--- src/sv/ps2md_pkg.sv ---
// Shared types, codes and helper functions of the PS/2 mouse packet decoder.
package ps2md_pkg;

  localparam int unsigned CoordW = 12;
  localparam int unsigned SizeW  = 13;
  localparam int unsigned SetW   = 16;
  localparam int unsigned CfgIdxW = 2;

  // input item codes
  localparam logic CMD_BYTE = 1'b0;
  localparam logic CMD_SET  = 1'b1;

  // configuration register indexes
  localparam logic [CfgIdxW-1:0] CFG_WHEEL_MODE = 2'd0;
  localparam logic [CfgIdxW-1:0] CFG_SCREEN_W   = 2'd1;
  localparam logic [CfgIdxW-1:0] CFG_SCREEN_H   = 2'd2;

  // reset values of the configuration registers
  localparam logic [SizeW-1:0] SCREEN_W_RST = 13'd640;
  localparam logic [SizeW-1:0] SCREEN_H_RST = 13'd480;

  // button codes of a result item
  localparam logic [2:0] BTN_LEFT     = 3'd1;
  localparam logic [2:0] BTN_MIDDLE   = 3'd2;
  localparam logic [2:0] BTN_RIGHT    = 3'd3;
  localparam logic [2:0] BTN_WHEEL_UP = 3'd4;
  localparam logic [2:0] BTN_WHEEL_DN = 3'd5;

  // status byte fields
  localparam int unsigned STAT_XSIGN = 4;
  localparam int unsigned STAT_YSIGN = 5;
  localparam logic [7:0]  WHEEL_DN_MIN = 8'd127;

  // byte positions within a packet
  localparam logic [1:0] IDX_STATUS = 2'd0;
  localparam logic [1:0] IDX_DX     = 2'd1;
  localparam logic [1:0] IDX_DY     = 2'd2;
  localparam logic [1:0] IDX_WHEEL  = 2'd3;

  // decoder state carried from byte to byte
  typedef struct packed {
    logic [1:0]        byte_index;
    logic [7:0]        status_byte;
    logic [7:0]        delta_x_byte;
    logic [7:0]        delta_y_byte;
    logic [2:0]        button_bits;
    logic [CoordW-1:0] cursor_x;
    logic [CoordW-1:0] cursor_y;
  } dec_state_t;

  // events of one finished packet; pend bits in output order:
  // [0] wheel, [1] left, [2] right, [3] middle
  typedef struct packed {
    logic       finish;
    logic [3:0] pend;
    logic       wheel_dn;
    logic [2:0] rel;
  } evt_t;

  // largest cursor value for a screen size
  function automatic logic [CoordW-1:0] limit_of(input logic [SizeW-1:0] size);
    logic [SizeW-1:0] dec;
    dec = size - 13'd1;
    if (size == '0) begin
      limit_of = '0;
    end else if (size[SizeW-1] && (size[SizeW-2:0] != '0)) begin
      limit_of = '1;
    end else begin
      limit_of = dec[CoordW-1:0];
    end
  endfunction

  // clamp a signed coordinate into [0, hi]
  function automatic logic [CoordW-1:0] clamp_to(input logic signed [16:0] v,
                                                 input logic [CoordW-1:0] hi);
    logic signed [16:0] hi_s;
    hi_s = $signed({5'b0, hi});
    if (v < 0) begin
      clamp_to = '0;
    end else if (v > hi_s) begin
      clamp_to = hi;
    end else begin
      clamp_to = v[CoordW-1:0];
    end
  endfunction

endpackage

--- src/sv/ps2_mouse_packet_decoder.sv ---
// Top level: PS/2 / wheel mouse packet decoder with cursor and event queue.
//
//   port group | direction | handshake           | carries
//   in_*       | input     | in_valid/in_ready   | command, rx_byte, set_x, set_y
//   out_*      | output    | out_valid/out_ready | release_res, button, pos_x, pos_y, last
//   cfg_*      | input     | cfg_valid/cfg_ready | cfg_index, cfg_data
//
// A byte or set command is decoded in the cycle it is transferred; the state
// registers feed the decode logic and its events land in the output register.
// A packet with k events holds the output until all k have gone out,
// one event per cycle while out_ready stays high; a low out_ready stalls the output and the input.
// The next item is taken in the same cycle as the packet's last event.
// Reset is synchronous; configuration writes are always taken.
module ps2_mouse_packet_decoder (
  input  logic                               clk,
  input  logic                               rst_n,
  input  logic                               in_valid,
  output logic                               in_ready,
  input  logic                               in_command,
  input  logic [7:0]                         in_rx_byte,
  input  logic signed [ps2md_pkg::SetW-1:0]  in_set_x,
  input  logic signed [ps2md_pkg::SetW-1:0]  in_set_y,
  output logic                               out_valid,
  input  logic                               out_ready,
  output logic                               out_release_res,
  output logic [2:0]                         out_button,
  output logic [ps2md_pkg::CoordW-1:0]       out_pos_x,
  output logic [ps2md_pkg::CoordW-1:0]       out_pos_y,
  output logic                               out_last,
  input  logic                               cfg_valid,
  output logic                               cfg_ready,
  input  logic [ps2md_pkg::CfgIdxW-1:0]      cfg_index,
  input  logic [ps2md_pkg::SizeW-1:0]        cfg_data
);

  logic                         wheel_mode_r;
  logic [ps2md_pkg::SizeW-1:0]  screen_w_r;
  logic [ps2md_pkg::SizeW-1:0]  screen_h_r;
  ps2md_pkg::dec_state_t        st_r;
  ps2md_pkg::dec_state_t        st_nxt;
  ps2md_pkg::evt_t              evt;
  logic [3:0]                   pend_r;
  logic [3:0]                   pend_nxt;
  logic                         wheel_dn_r;
  logic [2:0]                   rel_r;
  logic [ps2md_pkg::CoordW-1:0] pos_x_r;
  logic [ps2md_pkg::CoordW-1:0] pos_y_r;
  logic                         in_xfer;
  logic                         out_xfer;
  logic                         cfg_xfer;

  assign cfg_ready = 1'b1;
  assign cfg_xfer  = cfg_valid && cfg_ready;

  // write configuration registers
  always_ff @(posedge clk) begin
    if (!rst_n) begin
      wheel_mode_r <= 1'b0;
      screen_w_r   <= ps2md_pkg::SCREEN_W_RST;
      screen_h_r   <= ps2md_pkg::SCREEN_H_RST;
    end else if (cfg_xfer) begin
      case (cfg_index)
        ps2md_pkg::CFG_WHEEL_MODE: wheel_mode_r <= cfg_data[0];
        ps2md_pkg::CFG_SCREEN_W:   screen_w_r   <= cfg_data;
        ps2md_pkg::CFG_SCREEN_H:   screen_h_r   <= cfg_data;
        default: ;
      endcase
    end
  end

  ps2md_step u_step (
    .st            (st_r),
    .wheel_mode    (wheel_mode_r),
    .screen_width  (screen_w_r),
    .screen_height (screen_h_r),
    .command       (in_command),
    .rx_byte       (in_rx_byte),
    .set_x         (in_set_x),
    .set_y         (in_set_y),
    .st_nxt        (st_nxt),
    .evt           (evt)
  );

  // output side: lowest pending bit is the current event
  assign out_valid = (pend_r != 4'd0);
  assign out_last  = ((pend_r & (pend_r - 4'd1)) == 4'd0);
  assign out_xfer  = out_valid && out_ready;
  assign in_ready  = !out_valid || (out_ready && out_last);
  assign in_xfer   = in_valid && in_ready;
  assign out_pos_x = pos_x_r;
  assign out_pos_y = pos_y_r;

  always_comb begin
    if (pend_r[0]) begin
      out_release_res = 1'b0;
      out_button      = wheel_dn_r ? ps2md_pkg::BTN_WHEEL_DN : ps2md_pkg::BTN_WHEEL_UP;
    end else if (pend_r[1]) begin
      out_release_res = rel_r[0];
      out_button      = ps2md_pkg::BTN_LEFT;
    end else if (pend_r[2]) begin
      out_release_res = rel_r[1];
      out_button      = ps2md_pkg::BTN_RIGHT;
    end else begin
      out_release_res = rel_r[2];
      out_button      = ps2md_pkg::BTN_MIDDLE;
    end
  end

  // drop the delivered event, or load a finished packet's events
  always_comb begin
    pend_nxt = pend_r;
    if (out_xfer) begin
      pend_nxt = pend_r & (pend_r - 4'd1);
    end
    if (in_xfer && evt.finish) begin
      pend_nxt = evt.pend;
    end
  end

  // control state: decoder state and pending events
  always_ff @(posedge clk) begin
    if (!rst_n) begin
      st_r   <= '0;
      pend_r <= '0;
    end else begin
      pend_r <= pend_nxt;
      if (in_xfer) begin
        st_r <= st_nxt;
      end
    end
  end

  // hold event payload of the finished packet
  always_ff @(posedge clk) begin
    if (in_xfer && evt.finish) begin
      wheel_dn_r <= evt.wheel_dn;
      rel_r      <= evt.rel;
      pos_x_r    <= st_nxt.cursor_x;
      pos_y_r    <= st_nxt.cursor_y;
    end
  end

  // a wheel event never shares a packet with button events
  assert property (@(posedge clk) disable iff (!rst_n)
    pend_r[0] |-> (pend_r[3:1] == 3'd0))
    else $error("wheel event queued with button events");

  // shown button codes stay within the defined set
  assert property (@(posedge clk) disable iff (!rst_n)
    out_valid |-> (out_button >= ps2md_pkg::BTN_LEFT && out_button <= ps2md_pkg::BTN_WHEEL_DN))
    else $error("undefined button code on output");

  // position holds while a packet's events are still going out
  assert property (@(posedge clk) disable iff (!rst_n)
    (out_valid && !(out_ready && out_last)) |=> ($stable(out_pos_x) && $stable(out_pos_y)))
    else $error("position changed mid packet");

  // queue drains after the last event when nothing new finishes
  assert property (@(posedge clk) disable iff (!rst_n)
    (out_xfer && out_last && !(in_xfer && evt.finish)) |=> !out_valid)
    else $error("event left after last transfer");

  // no item taken while more than one event waits
  assert property (@(posedge clk) disable iff (!rst_n)
    in_xfer |-> (!out_valid || (out_xfer && $countones(pend_r) == 1)))
    else $error("item taken with events still pending");

endmodule

--- src/sv/ps2md_step.sv ---
// Next-state and event logic for one accepted mouse byte or set command.
module ps2md_step (
  input  ps2md_pkg::dec_state_t             st,
  input  logic                              wheel_mode,
  input  logic [ps2md_pkg::SizeW-1:0]       screen_width,
  input  logic [ps2md_pkg::SizeW-1:0]       screen_height,
  input  logic                              command,
  input  logic [7:0]                        rx_byte,
  input  logic signed [ps2md_pkg::SetW-1:0] set_x,
  input  logic signed [ps2md_pkg::SetW-1:0] set_y,
  output ps2md_pkg::dec_state_t             st_nxt,
  output ps2md_pkg::evt_t                   evt
);

  logic [ps2md_pkg::CoordW-1:0] lim_x;
  logic [ps2md_pkg::CoordW-1:0] lim_y;
  logic [7:0]                   dy_eff;
  logic [7:0]                   wheel_byte;
  logic signed [8:0]            dx_s;
  logic signed [8:0]            dy_s;
  logic signed [16:0]           x_sum;
  logic signed [16:0]           y_sum;
  logic [2:0]                   now_btn;
  logic [2:0]                   diff;

  assign lim_x = ps2md_pkg::limit_of(screen_width);
  assign lim_y = ps2md_pkg::limit_of(screen_height);

  // the finishing byte itself may be the delta y or the wheel byte
  assign dy_eff     = (st.byte_index == ps2md_pkg::IDX_DY) ? rx_byte : st.delta_y_byte;
  assign wheel_byte = (st.byte_index == ps2md_pkg::IDX_WHEEL) ? rx_byte : 8'd0;

  // sign-extended motion, x moves up and y moves down
  assign dx_s  = $signed({st.status_byte[ps2md_pkg::STAT_XSIGN], st.delta_x_byte});
  assign dy_s  = $signed({st.status_byte[ps2md_pkg::STAT_YSIGN], dy_eff});
  assign x_sum = $signed({5'b0, st.cursor_x}) + 17'(dx_s);
  assign y_sum = $signed({5'b0, st.cursor_y}) - 17'(dy_s);

  assign now_btn = st.status_byte[2:0];
  assign diff    = st.button_bits ^ now_btn;

  always_comb begin
    st_nxt       = st;
    evt          = '0;
    evt.rel      = st.button_bits;
    if (command == ps2md_pkg::CMD_SET) begin
      // load the cursor directly; byte assembly untouched
      st_nxt.cursor_x = ps2md_pkg::clamp_to(17'(set_x), lim_x);
      st_nxt.cursor_y = ps2md_pkg::clamp_to(17'(set_y), lim_y);
    end else begin
      case (st.byte_index)
        ps2md_pkg::IDX_STATUS: begin
          st_nxt.status_byte = rx_byte;
          st_nxt.byte_index  = ps2md_pkg::IDX_DX;
        end
        ps2md_pkg::IDX_DX: begin
          st_nxt.delta_x_byte = rx_byte;
          st_nxt.byte_index   = ps2md_pkg::IDX_DY;
        end
        ps2md_pkg::IDX_DY: begin
          st_nxt.delta_y_byte = rx_byte;
          if (wheel_mode) begin
            st_nxt.byte_index = ps2md_pkg::IDX_WHEEL;
          end else begin
            st_nxt.byte_index = ps2md_pkg::IDX_STATUS;
            evt.finish        = 1'b1;
          end
        end
        default: begin
          st_nxt.byte_index = ps2md_pkg::IDX_STATUS;
          evt.finish        = 1'b1;
        end
      endcase

      // finish the packet: wheel event, or motion plus button changes
      if (evt.finish) begin
        if (wheel_byte != 8'd0) begin
          evt.pend     = 4'b0001;
          evt.wheel_dn = (wheel_byte >= ps2md_pkg::WHEEL_DN_MIN);
        end else begin
          if ((st.delta_x_byte != 8'd0) || (dy_eff != 8'd0)) begin
            st_nxt.cursor_x = ps2md_pkg::clamp_to(x_sum, lim_x);
            st_nxt.cursor_y = ps2md_pkg::clamp_to(y_sum, lim_y);
          end
          evt.pend           = {diff[2], diff[1], diff[0], 1'b0};
          st_nxt.button_bits = now_btn;
        end
      end
    end
  end

endmodule
--- config.mk ---
export PLATFORM = sky130hd
export DESIGN_NAME = ps2_mouse_packet_decoder
export DESIGN_NICKNAME = d
export VERILOG_FILES = /design/src/sv/ps2md_pkg.sv /design/src/sv/ps2_mouse_packet_decoder.sv /design/src/sv/ps2md_step.sv
export SDC_FILE = /design/constraint.sdc
export NUM_CORES = 1
export LEC_CHECK = 0
export ABC_CLOCK_PERIOD_IN_PS = 4900
export BUFFER_PORTS_ARGS = -buffer_cell sky130_fd_sc_hd__buf_2
export CORE_MARGIN = 2
export CORE_UTILIZATION = 54
export CTS_CLUSTER_DIAMETER = 50
export CTS_CLUSTER_SIZE = 40
export DETAILED_ROUTE_END_ITERATION = 7
export PLACE_DENSITY = 0.75
export SLEW_MARGIN = 20
export SYNTH_ARGS = -nofsm -noshare
export SYNTH_HDL_FRONTEND = slang
export SYNTH_SLANG_ARGS = --single-unit
--- constraint.sdc ---
create_clock -name clk -period 4.9 [get_ports clk]
set_input_delay 0.49 -clock clk [delete_from_list [all_inputs] [get_ports clk]]
set_output_delay 0.49 -clock clk [all_outputs]
set_load 0.005 [all_outputs]
### Word level (Yosys, flattened, before mapping)

Index checks and enable logic that the tools add are counted.
Widths: inputs -> output; s select.

| storage, ports and cells | value |
|---|---|
| output and inout bits | 32 |
| register bits after elaboration | 110 |
| logic and storage cells | 105 |
| bits of input ports | 61 |

| operators by class | value |
|---|---|
| muxes and demuxes | 36 |
| reduce and logical (&&, ||, !) cells | 30 |
| bitwise logic cells | 5 |
| equality and inequality tests | 5 |
| $add $sub $neg | 5 |
| $lt $le $gt $ge | 9 |

Operator list:

| operator | count |
|---|---|
| $mux 12 | 12 |
| $mux 24 | 4 |
| $gt 16x13->1 | 2 |
| $lt 16x1->1 const B | 2 |
| $gt 14x13->1 | 2 |
| $lt 14x1->1 const B | 2 |
| $logic_not 13->1 | 2 |
| $reduce_bool 12->1 | 2 |
| $reduce_bool 8->1 | 3 |
| $sub 12x1->12 const B | 2 |
| $mux 8 | 2 |
| $add 13x9->14 | 1 |
| $sub 13x9->14 | 1 |
| $mux 4 | 3 |
| $ge 8x7->1 const B | 1 |
| $mux 1 | 8 |
| $reduce_and 2->1 | 4 |
| $eq 2x2->1 const B | 3 |
| $logic_and 1x1->1 | 6 |
| $mux 6 | 1 |
| $pmux 2 s3 | 1 |
| $reduce_and 3->1 | 2 |
| $mux 5 | 1 |
| $and 4x4->4 | 1 |
| other kinds (16) | 22 |

### Longest topological paths before layout

Gate-level depths: netlist of run 1.

| logic depth | value |
|---|---|
| depth after elaboration | 11 |
| depth in mapped cells | 24 |
| depth with buffers taken out | 23 |

### Modules after synthesis

Synthesis of run 1 repeated with hierarchy kept, for this count alone.

| unflattened totals | value |
|---|---|
| cells, all modules | 1105 |
| area total of the unflattened synthesis | 9206.3 um^2 |

Modules (own cells, without submodules):

| module | seq. area each (um^2) | instances | cells an instance | area each (um^2) |
|---|---|---|---|---|
| ps2md_step | 0.0 | 1 | 687 | 4947.2 |
| ps2_mouse_packet_decoder | 2522.4 | 1 | 418 | 4259.1 |

### Worst setup path before layout of run 1

OpenSTA, ideal clock, no wires.

| path | value |
|---|---|
| kind | register -> register |
| start | reg st_r[51] in the netlist's numbering |
| end | reg pos_y_r (netlist bit out_pos_y[6]), data pin |
| stages on the path, launching flop included | 25 |
| data arrival time | 4.915 ns |
| setup slack | -0.290 ns |
| buffers on the path | 2 |
| period minus slack after synthesis | 5.190 ns |
| data required time | 4.625 ns |
| setup time | 0.275 ns |
| path through | dfxtp_1 > nand2b_4 > buf_2 > nand2_1 > nand2_1 > ha_1 > inv_1 > ha_1 > a311o_1 > maj3_2 > maj3_2 > a21o_1 > maj3_1 > maj3_1 > xor2_1 > ha_1 > nand2_1 > o21ai_0 > a21oi_1 > a22o_1 > a211o_1 > o211a_1 > buf_4 > mux2i_1 > o221ai_1 |

RTL lines:

| element | RTL line | source |
|---|---|---|
| start: declaration | ps2_mouse_packet_decoder.sv:39 | `ps2md_pkg::dec_state_t st_r;` |
| start signal: assignment | ps2_mouse_packet_decoder.sv:128 | `st_r <= st_nxt;` |
| end signal: assignment | ps2_mouse_packet_decoder.sv:139 | `pos_y_r <= st_nxt.cursor_y;` |
| end: declaration | ps2_mouse_packet_decoder.sv:47 | `logic [ps2md_pkg::CoordW-1:0] pos_y_r;` |

==> results of run 1 <==
metrics by stage:
step / hold WS, ns / total power [mW] / utilization / std cells
after floorplan: 0.4445 / 1.487 / - / 1029
after global placement: 0.4579 / 1.701 / 0.6086 / 1301
after detailed placement: 0.4646 / 1.711 / 0.6086 / 1301
after CTS: 0.3520 / 2.501 / 0.6354 / 1321
after global routing: 0.3696 / 2.711 / 0.6473 / 1327
final: 0.3599 / 2.605 / 0.6473 / 1327
power by group:
group          switching, mW  internal (mW)  leakage (nW)  total (mW)
combinational          0.468          0.386          3.13       0.854
clock                  0.373          0.408         0.152       0.781
sequential            0.0274          0.943         0.912       0.971
cell usage in the layout (no fill, tap or decap), types with 46 or more instances in the layout:
cell type	n
a21oi_1	91
buf_2	91
buf_4	49
dfxtp_1	79
ha_1	68
inv_1	58
mux2i_1	47
nand2_1	104
nor2_1	87
o21ai_0	46
what timing repair did:
action,CTS,global route
resized for setup,17,25
pin swaps,13,20
hold buffers,0,0
buffers inserted,4,6
endpoints found under the setup margin,24,38
worst max-delay path by stage:
stage	cells past startpoint	slack, ns	endpoint
2_1_floorplan	24	-0.07	out_pos_y[6]
3_3_place_gp	23	-0.19	out_pos_y[4]
3_5_place_dp	23	-0.28	out_pos_y[1]
4_1_cts	24	0.006	out_pos_y[1]
5_1_grt	23	-0.33	out_pos_y[5]
6_report	23	-0.15	out_pos_y[3]
state kept, by name, summed over array words and instances, names as in the netlist:
register	cells
screen_h_r	13
wheel_mode_r	1
wheel_dn_r	1
out_pos_x	12
screen_w_r	13
pend_r	4
out_pos_y	12
st_r	50
rel_r	3
Yosys cell counts (all sizes together) (23+ instances only):
cell type / count / area (sq um)
a22oi: 26 / 195.2
a21oi: 93 / 465.5
o21ai: 60 / 307.8
clkbuf: 33 / 123.9
nor2: 90 / 337.8
nand2: 106 / 397.9
ha: 71 / 888.4
edfxtp: 28 / 840.8
nor3: 23 / 115.1
xnor2: 29 / 254.0
dfxtp: 81 / 1622
mux2i: 54 / 544.3
inv: 60 / 225.2
routing by layer:
layer  GRT usage  vias to the layer above  wire length [microns]
met3     0.06154                       45                   2102
li1            -                     3960                      -
met1      0.4091                     3851                  10920
met2      0.4734                      372                  11210
met4     0.08760                        0                    485
met5           0                        -                      0
area by class of cell:
type	instances	area, sq um	share of cell area
tap	188	235.2	0.02399
multi-input combinational	811	5692	0.5806
sequential	109	2467	0.2517
clock buffer	10	229.0	0.02336
timing repair buffer	143	874.6	0.08922
clock inverter	6	80.08	0.008168
inverter	60	225.2	0.02297
critical path, delay by kind of cell, from the launching register on:
| kind | cells | cell delay, ns |
|---|---|---|
| multiplexers | 1 | 0.24 |
| buffers and inverters | 2 | 0.29 |
| adder cells (fa/ha/maj) | 6 | 1.62 |
| AND/OR/NAND/NOR | 2 | 0.19 |
| XOR/XNOR | 2 | 0.27 |
| AO/OA/AOI/OAI | 10 | 1.84 |
| flip-flops | 1 | 0.34 |
logic make-up after synthesis:
kind of cell,share of synthesized area
XOR/XNOR,0.04709
other,0.0004481
flip-flops,0.2942
AO/OA/AOI/OAI,0.2287
buffers and inverters,0.05173
adder cells (fa/ha/maj),0.1208
AND/OR/NAND/NOR,0.1893
multiplexers,0.06772
==> metrics.md, run 1 <==
| Metric | Value |
|---|---|
| Design area | a little under 10000 sq um |
| Count of different cell masters after synthesis | slightly below 80 |
| Worst hold path startpoint | cfg_data[5] |
| Area Growth Syn to Fin | 17.13% |
| Mapped cell area | 8369 sq um |
| I/O pins | 93 |
| YS warnings | 0 |
| Wire per inst | between 15 and 20 microns |
| Syn Area/Cell | 8.133 sq um |
| Worst EP arrival | approximately 5.2 ns |
| Crit. End Element | flip-flop |
| Clock skew | 0.01052 ns |
| Layout fillers | 1285 |
| Relative slew margins | 0.3450 |
| Hold path depth | 3 |
| Worst slack, placed | -0.2831 ns |
| Worst hold path class | in2reg |
| Crit path from | st_r[52] |
| Startpoint Class | flip-flop |
| Syn Nets | around 1200 |
| Clock root buffer | clkbuf_16 |
| Number of global-route vias before repair | 7567 |
| Vias post-DR | 8228 |
| Full die area | 16510 sq um |
| Slowest CP cell | dfxtp_2 |
| Fin Setup TNS | -1.472 ns |
| Main flop type after synthesis | dfxtp_1 |
| Reg clk slew, reported paths | around 0.080 ns |
| Status | complete, but fails checks |
| Sequential area share after synthesis | 0.2942 |
| Die width | 128.5 microns |
| Synth async-reset ratio | 0 |
| Endpoints failing setup | 20 |
| EDFF count, synth | 28 |
| CP cell instances | nor2b_4 -> buf_6 -> nor2_4 -> a21oi_2 -> xor2_1 -> ha_2 -> a311o_1 -> maj3_2 -> maj3_2 -> a21o_1 -> maj3_2 -> maj3_2 -> xor2_2 -> ha_4 -> a211oi_2 -> o21ai_2 -> a21oi_2 -> a22o_1 -> o211a_1 -> o211a_4 -> buf_12 -> mux2i_2 -> o21ai_1 |
| RSZ-0062 raised after global routing | yes |
| Final Worst Setup Slack | -0.1499 ns |
| Post-route DRC | 0 |
| Worst IR Drop VDD | 0.2252 mV |
| Maximum capacitance violations | 0 |
| CP Class | reg2reg |
| Worst reg-to-reg path cell count | 23 |
| Num rows | 45 |
| Final wirelength | roughly 25 mm |
| Violated checks | negative setup slack |
| Synth Instances | around 1000 |
| Area after DPL | about 9000 sq um |
| # H-tree levels | 3 |
| Endpoints failing hold | 0 |
| Critical Path RT | 5.01 ns |
| F_max | 0.1980 GHz |
| Max clock buf depth | 2 |
| CTS tree | yes |
| Reg-to-Reg Start | st_r[52] |
| Antenna cells | 0 |
| Routed vias/inst | 6.200 |
| Hold Path End | screen_h_r[5] |
| Initial detailed-routing violation count | 964 |
| Die height | approximately 130 microns |
| CP most frequent cell | maj3_2 |
| Initial Util | 0.5526 |
| R2R Setup Slk | -0.15 ns |
| Largest net degree at the start of global routing | 50 |
| CTS sink cnt | roughly 110 |
| PD cells | about 270 nW/um^2 |
| Cts bufs inserted | 9 |
| Clock Latency Late Sink | 0.37 ns |
| Number of I/O port buffers | about 90 |
| Actual slew at the worst max-slew pin | 0.9723 ns |
| Tmin final | 5.050 ns |
| Overflow after GRT | 0 |
| Initial antenna violation count | 0 |
| CP max stage delay | about 0.34 ns |
| LEAKAGE | approximately 4.2 nW |
| Synth Register Bits | 109 |
| Post-route ant nets | 0 |
| End of the worst register-to-register path | out_pos_y[3] |
| Core Region | 15150 sq um |
| Gr usage total | 0.2970 |
| Placer Congestion | between 0.9 and 1 |
| Pre-antenna DRT Iters | 6 |
| Worst-path fanout max | 6 |
| Period utilization | 1.031 |
| First-pass GRT wire length | 38.75 mm |
| Pins Over Slew Limit | 0 |
| Fraction of layout cells with a size suffix above 1 | 0.1879 |
| HPWL Detailed | 18.36 mm |
| Nets | 1267 |
Note: power is estimated with default switching activity, not from simulation.
==> run 2, diff against run 1 <==
Settings changed: BUFFER_PORTS_ARGS -buffer_cell sky130_fd_sc_hd__buf_2 to -buffer_cell sky130_fd_sc_hd__buf_4.
==> run 2 against run 1 <==
Count of clock-buffer cells in the layout grew 2. Setup slack gained 0.14 ns. The run still ends with negative setup slack left. Critical path type unchanged. Total power shrank 3.2%. Clock power shrank 6.9%. Die area is the same. Highest routed layer unchanged.
==> metrics.md, run 2 (synthesis gave the netlist of run 1 again) <==
| Metric | Value |
|---|---|
| RSZ-0062 raised after global routing | yes |
| Die width | 128.5 microns |
| Startpoint Class | flip-flop |
| Clock share of power | 0.288 |
| Internal Pwr Total | 1.697 mW |
| Die height | 128.5 microns |
| Number of I/O port buffers | 91 |
| Post-route ant nets | 0 |
| Sw Share | 0.3273 |
| Commonest non-fill, non-tap cells in the layout | buf_4 (141), nand2_1 (104), a21oi_1 (92) |
| Layout fillers | 1338 |
| Pre-antenna DRT Iters | 5 |
| Final wirelength | 24.27 mm |
| Reg with most FFs | st_r |
| First-pass GRT wire length | 37.97 mm |
| CP most frequent cell | maj3_2 |
| Period utilization | 1.002 |
| Most common cell after layout, fill and taps aside | buf_4 |
| Tmin final | 4.910 ns |
| Placed cells | 1305 |
| Largest net degree at the start of global routing | 50 |
| Wire per inst | 18.29 microns |
| Endpoints failing hold | 0 |
| Non-filler instance count after layout | about 1300 |
| Overflow after GRT | 0 |
| Hold-fix buffers at CTS | 0 |
| Core Region | about 15000 sq um |
| PD cells | ~250 nW/um^2 |
| Number of global-route vias before repair | 7418 |
| Vias post-DR | 8135 |
| F_max | about 0.20 GHz |
| Cts bufs inserted | 9 |
| Num rows | between 40 and 50 |
| Combinational share of power | 0.327 |
| Worst-path fanout max | 6 |
| Reg power frac | 0.385 |
| Top Family by Delay on Critical Path | adder cells |
| Post-route DRC | 0 |
| Switching power | about 0.83 mW |
| CP cell instances | nor2b_4 -> buf_6 -> nor2_4 -> a21oi_2 -> xor2_1 -> ha_2 -> a311o_1 -> maj3_2 -> maj3_2 -> a21o_1 -> maj3_2 -> maj3_2 -> xor2_2 -> ha_2 -> nand2_2 -> o21ai_1 -> a21oi_1 -> a22o_1 -> o211a_1 -> o211a_4 -> or3_1 -> a31oi_1 |
| LEAKAGE | 4.234 nW |
| CTS sink cnt | between 100 and 150 |
| GR Layer Usage met1 | 0.4050 |
| Area Growth Syn to Fin | 18.40% |
| Clock root buffer | clkbuf_16 |
| CTS tree | yes |
| # H-tree levels | 3 |
| Violated checks | negative setup slack |
| Nets | 1267 |
| Reg clk slew, reported paths | roughly 0.080 ns |
| Global route hottest layer | met2 |
| Max clock buf depth | 2 |
| Initial detailed-routing violation count | between 800 and 900 |
| Placer Congestion | 0.9488 |
| R2R Setup Slk | -0.01 ns |
| Worst hold path class | in2reg |
| Maximum capacitance violations | 0 |
| Endpoints failing setup | 3 |
| Actual slew at the worst max-slew pin | 0.9187 ns |
| HPWL Detailed | 18.45 mm |
| Gr usage total | 0.2900 |
| Relative slew margins | 0.3811 |
| Clock Latency Late Sink | between 0.3 and 0.4 ns |
| Routed vias/inst | about 6.1 |
| Crit. End Element | flip-flop |
| Pins Over Slew Limit | 0 |
| I/O pins | 93 |
| Initial antenna violation count | 0 |
| Max FFs per register | 50 |
| Buffer and inverter count on the worst path | 1 |
| Largest regs | st_r (50), screen_h_r (13), screen_w_r (13) |
| Worst EP arrival | 5.12 ns |
| Antenna cells | 0 |
| Clock skew | 0.01040 ns |
| CP Class | reg2reg |
| Final Worst Setup Slack | -0.01000 ns |
| Slowest CP cell | or3_1 |
| Worst IR Drop VDD | 0.2298 mV |
| Initial Util | 0.5526 |
| Critical Path RT | 5.11 ns |
| CP max stage delay | about 0.37 ns |
| Fraction of layout cells with a size suffix above 1 | 0.1800 |
| Full die area | 16510 sq um |
| Status | complete, but fails checks |
| Met2 Track Usage GR | 0.4650 |
| Fin Hold WS | 0.3602 ns |
| Met3 Use GR | 0.05489 |
-- run 2: power groups by stage --
stage	sequential, mW	combinational (mW)	clock (mW)
final	0.971	0.825	0.727
after global routing	0.974	0.898	0.766
after CTS	0.970	0.769	0.733
after detailed placement	0.990	0.741	0
after global placement	0.990	0.731	0
after floorplan	0.980	0.507	0
-- run 2: area by class of cell --
class                   instances  area [sq um]  share of cell area
clock buffers                  12         246.5             0.02487
clock inverters                 4         40.04            0.004040
inverters                      60         225.2             0.02273
multi-input cells             811          5608              0.5659
flip-flops and latches        109          2465              0.2487
well taps                     188         235.2             0.02374
repair buffers                143          1090              0.1100
-- run 2: worst paths after layout --
check / startpoint / endpoint / depth (start not counted)
worst max-delay path: st_r[52] / out_pos_y[8] / 22
worst min-delay path: cfg_data[7] / screen_h_r[7] / 3
worst max register to register: st_r[52] / out_pos_y[8] / 22
worst min register to register: screen_w_r[1] / screen_w_r[1] / 2
-- run 2: metal layers --
layer | up-vias | wire [microns]
met1 | 3850 | 11160
li1 | 3953 | -
met3 | 28 | 1713
met2 | 304 | 11070
met5 | - | 0
met4 | 0 | 332
-- run 2: per-stage QoR --
| stage | setup slack [ns] | total power, mW | instance area (sq um) | setup TNS [ns] | utilization |
|---|---|---|---|---|---|
| 6_report | -0.01000 | 2.523 | 9910 | -0.01577 | 0.6543 |
| 5_1_grt | -0.2675 | 2.638 | 9910 | -4.572 | 0.6543 |
| 4_1_cts | 0.01163 | 2.472 | 9787 | 0 | 0.6462 |
| 3_5_place_dp | -0.2553 | 1.732 | 9463 | -3.544 | 0.6248 |
| 3_3_place_gp | -0.1629 | 1.721 | 9463 | -2.081 | 0.6248 |
| 2_1_floorplan | -0.06836 | 1.487 | 8397 | -0.1211 | - |
-- run 2: what timing repair did --
action                                  4_1_cts  5_1_grt
pin swaps                                     9       22
gates resized for setup                       8       20
setup buffers                                 1        5
endpoints found under the setup margin       24       44
hold endpoints to repair                      0        0
-- run 2: worst reg2reg max path: cells and delay by family (launching register included) --
family	cells	cell delay [ns]
flops	1	0.33
fa+ha+maj	6	1.73
compound gates	9	1.68
buf+inv	1	0.12
xor+xnor	2	0.25
simple gates	4	0.63
==> run 3, diff against run 2 <==
Settings changed: CAP_MARGIN set to 20, SETUP_SLACK_MARGIN set to 0.02.
==> run 3 against run 2 <==
The flow still finishes with violations (negative setup slack). Count of clock-buffer cells in the layout is 2 lower. Wire length grew 0.44%. Largest power group unchanged. Die area unchanged. Critical path depth rose by 1. Cell count shrank 0.23%. Via count is 0.23% higher. Sequential share of layout area about the same. Largest cell class unchanged. Sequential power barely moved. Highest routed layer unchanged.
==> metrics.md, run 3 (synthesis gave the netlist of run 1 again) <==
| Metric | Value |
|---|---|
| Reg clk slew, reported paths | 0.07 ns |
| Critical Path RT | 5.01 ns |
| Full die area | roughly 17000 sq um |
| Wire per inst | approximately 18 microns |
| Hold Path End | screen_w_r[9] |
| Die width | 128.5 microns |
| F_max | between 0.2 and 0.25 GHz |
| Fin Hold WS | 0.3510 ns |
| Routed vias/inst | 6.159 |
| Initial antenna violation count | 0 |
| Post-route DRC | 0 |
| Clock Latency Late Sink | 0.36 ns |
| Initial detailed-routing violation count | 756 |
| Largest regs | st_r (50), screen_h_r (13), screen_w_r (13) |
| Nets | between 1000 and 1500 |
| CP most frequent cell | maj3_2 |
| Gr usage total | 0.2939 |
| Relative slew margins | 0.4048 |
| Final wirelength | 24.38 mm |
| Antenna cells | 0 |
| Cts bufs inserted | 9 |
| Endpoints failing setup | 10 |
| First-pass GRT wire length | 38.45 mm |
| Worst slack, placed | -0.3529 ns |
| Reg with most FFs | st_r |
| Number of global-route vias before repair | 7704 |
| CTS tree | yes |
| # H-tree levels | 3 |
| Most common cell after layout, fill and taps aside | buf_4 |
| I/O pins | 93 |
| Core Region | 15150 sq um |
| Commonest non-fill, non-tap cells in the layout | buf_4 (138), nand2_1 (104), a21oi_1 (89) |
| Worst-path fanout max | 7 |
| Worst hold path startpoint | cfg_data[9] |
| Final Worst Setup Slack | -0.05766 ns |
| Hold path depth | 3 |
| Worst reg-to-reg path cell count | 23 |
| Max FFs per register | 50 |
| Endpoints failing hold | 0 |
| Overflow after GRT | 0 |
| Tmin final | 4.958 ns |
| R2R Setup Slk | -0.06 ns |
| Maximum capacitance violations | 0 |
| Status | complete, but fails checks |
| Slowest CP cell | dfxtp_4 |
| Number of I/O port buffers | 91 |
| Violated checks | negative setup slack |
| Crit. End Element | flip-flop |
| Post-route ant nets | 0 |
| CP cell instances | nor2b_4 -> buf_6 -> nor2_4 -> a21oi_2 -> xor2_1 -> ha_2 -> a311o_1 -> maj3_2 -> maj3_2 -> a21o_1 -> maj3_2 -> maj3_2 -> xor2_2 -> ha_2 -> nand2_2 -> o21ai_2 -> a21oi_2 -> a22o_1 -> o211a_1 -> o211a_4 -> buf_12 -> mux2i_2 -> o21ai_1 |
| HPWL Detailed | 18.45 mm |
| Vias post-DR | 8154 |
| CP max stage delay | 0.36 ns |
| End of the worst register-to-register path | out_pos_y[1] |
| Pins Over Slew Limit | 0 |
| CP Class | reg2reg |
| RSZ-0062 raised after global routing | yes |
| Die height | between 100 and 150 microns |
| Fraction of layout cells with a size suffix above 1 | 0.1831 |
| Num rows | 45 |
| Initial Util | 0.5526 |
| Startpoint Class | flip-flop |
| Worst hold path class | in2reg |
| Period utilization | 1.012 |
| Area Growth Syn to Fin | 18.66% |
| Placer Congestion | 0.9343 |
| Fin Setup TNS | -0.3544 ns |
| Reg-to-Reg Start | st_r[51] |
| CTS sink cnt | 109 |
| Actual slew at the worst max-slew pin | 0.8704 ns |
| Worst EP arrival | a little over 5 ns |
| LEAKAGE | 4.232 nW |
| Pre-antenna DRT Iters | 5 |
| Largest net degree at the start of global routing | 50 |
| Worst IR Drop VDD | 0.2318 mV |
| Max clock buf depth | 2 |
| PD cells | 253.6 nW/um^2 |
| Clock root buffer | clkbuf_16 |
| Clock skew | 0.01202 ns |
run 3: cell types whose count changed in the layout (fill, tap and decap cells not counted), sizes merged:
cell	previous run	this run
buf	143	140
clkbuf	12	10
clkinv	1	3
clkinvlp	0	1
inv	63	62
run 3: how the worst max path moves through the flow:
stage | cells past startpoint | from | to | slack, ns
after floorplan | 24 | st_r[52] | out_pos_y[6] | -0.06
after global placement | 23 | in_rx_byte[0] | out_pos_y[0] | -0.19
after detailed placement | 23 | st_r[51] | out_pos_y[5] | -0.35
after CTS | 24 | st_r[52] | out_pos_y[5] | 0.006
after global routing | 23 | st_r[52] | out_pos_y[4] | -0.27
final | 23 | st_r[51] | out_pos_y[1] | -0.06
run 3: final cells by class:
| cell class | count | area, sq um |
|---|---|---|
| clock buffer | 10 | 239.0 |
| clock inverter | 6 | 45.04 |
| fill | 1318 | 5215 |
| inverter | 60 | 225.2 |
| multi-input combinational | 811 | 5652 |
| sequential | 109 | 2467 |
| tap | 188 | 235.2 |
| timing repair buffer | 140 | 1067 |
run 3: what timing repair did:
item	in CTS	in global routing
buffers inserted	3	4
resized for setup	19	16
hold buffers	0	0
setup endpoints to repair	24	36
pin swaps	14	10
run 3: critical path: cells and delay by family (launching register included):
family                   cells  cell delay [ns]
AO/OA/AOI/OAI                9             1.60
XOR/XNOR                     2             0.25
AND/OR/NAND/NOR              3             0.22
multiplexers                 1             0.19
buffers and inverters        2             0.28
adder cells (fa/ha/maj)      6             1.78
flip-flops                   1             0.36
run 3: through the flow:
| step | utilization | std cells | power (mW) | cell area (sq um) |
|---|---|---|---|---|
| floorplan | - | 1029 | 1.487 | 8397 |
| global route | 0.6557 | 1324 | 2.625 | 9931 |
| CTS | 0.6475 | 1320 | 2.459 | 9807 |
| finish | 0.6557 | 1324 | 2.518 | 9931 |
| global placement | 0.6228 | 1301 | 1.705 | 9433 |
| detailed placement | 0.6228 | 1301 | 1.717 | 9433 |
run 3: power by group:
part,total (mW),internal (mW),switching [mW]
combinational,0.828,0.377,0.451
clock,0.721,0.363,0.358
sequential,0.969,0.943,0.0258
total,2.52,1.68,0.834
run 3: per-layer routing:
| metal | GRT usage | vias up | share of wire |
|---|---|---|---|
| met5 | 0 | - | 0 |
| met1 | 0.3970 | 3833 | 0.45 |
| met3 | 0.05780 | 37 | 0.076 |
| met4 | 0.08568 | 0 | 0.017 |
| met2 | 0.4806 | 331 | 0.46 |
| li1 | - | 3953 | - |
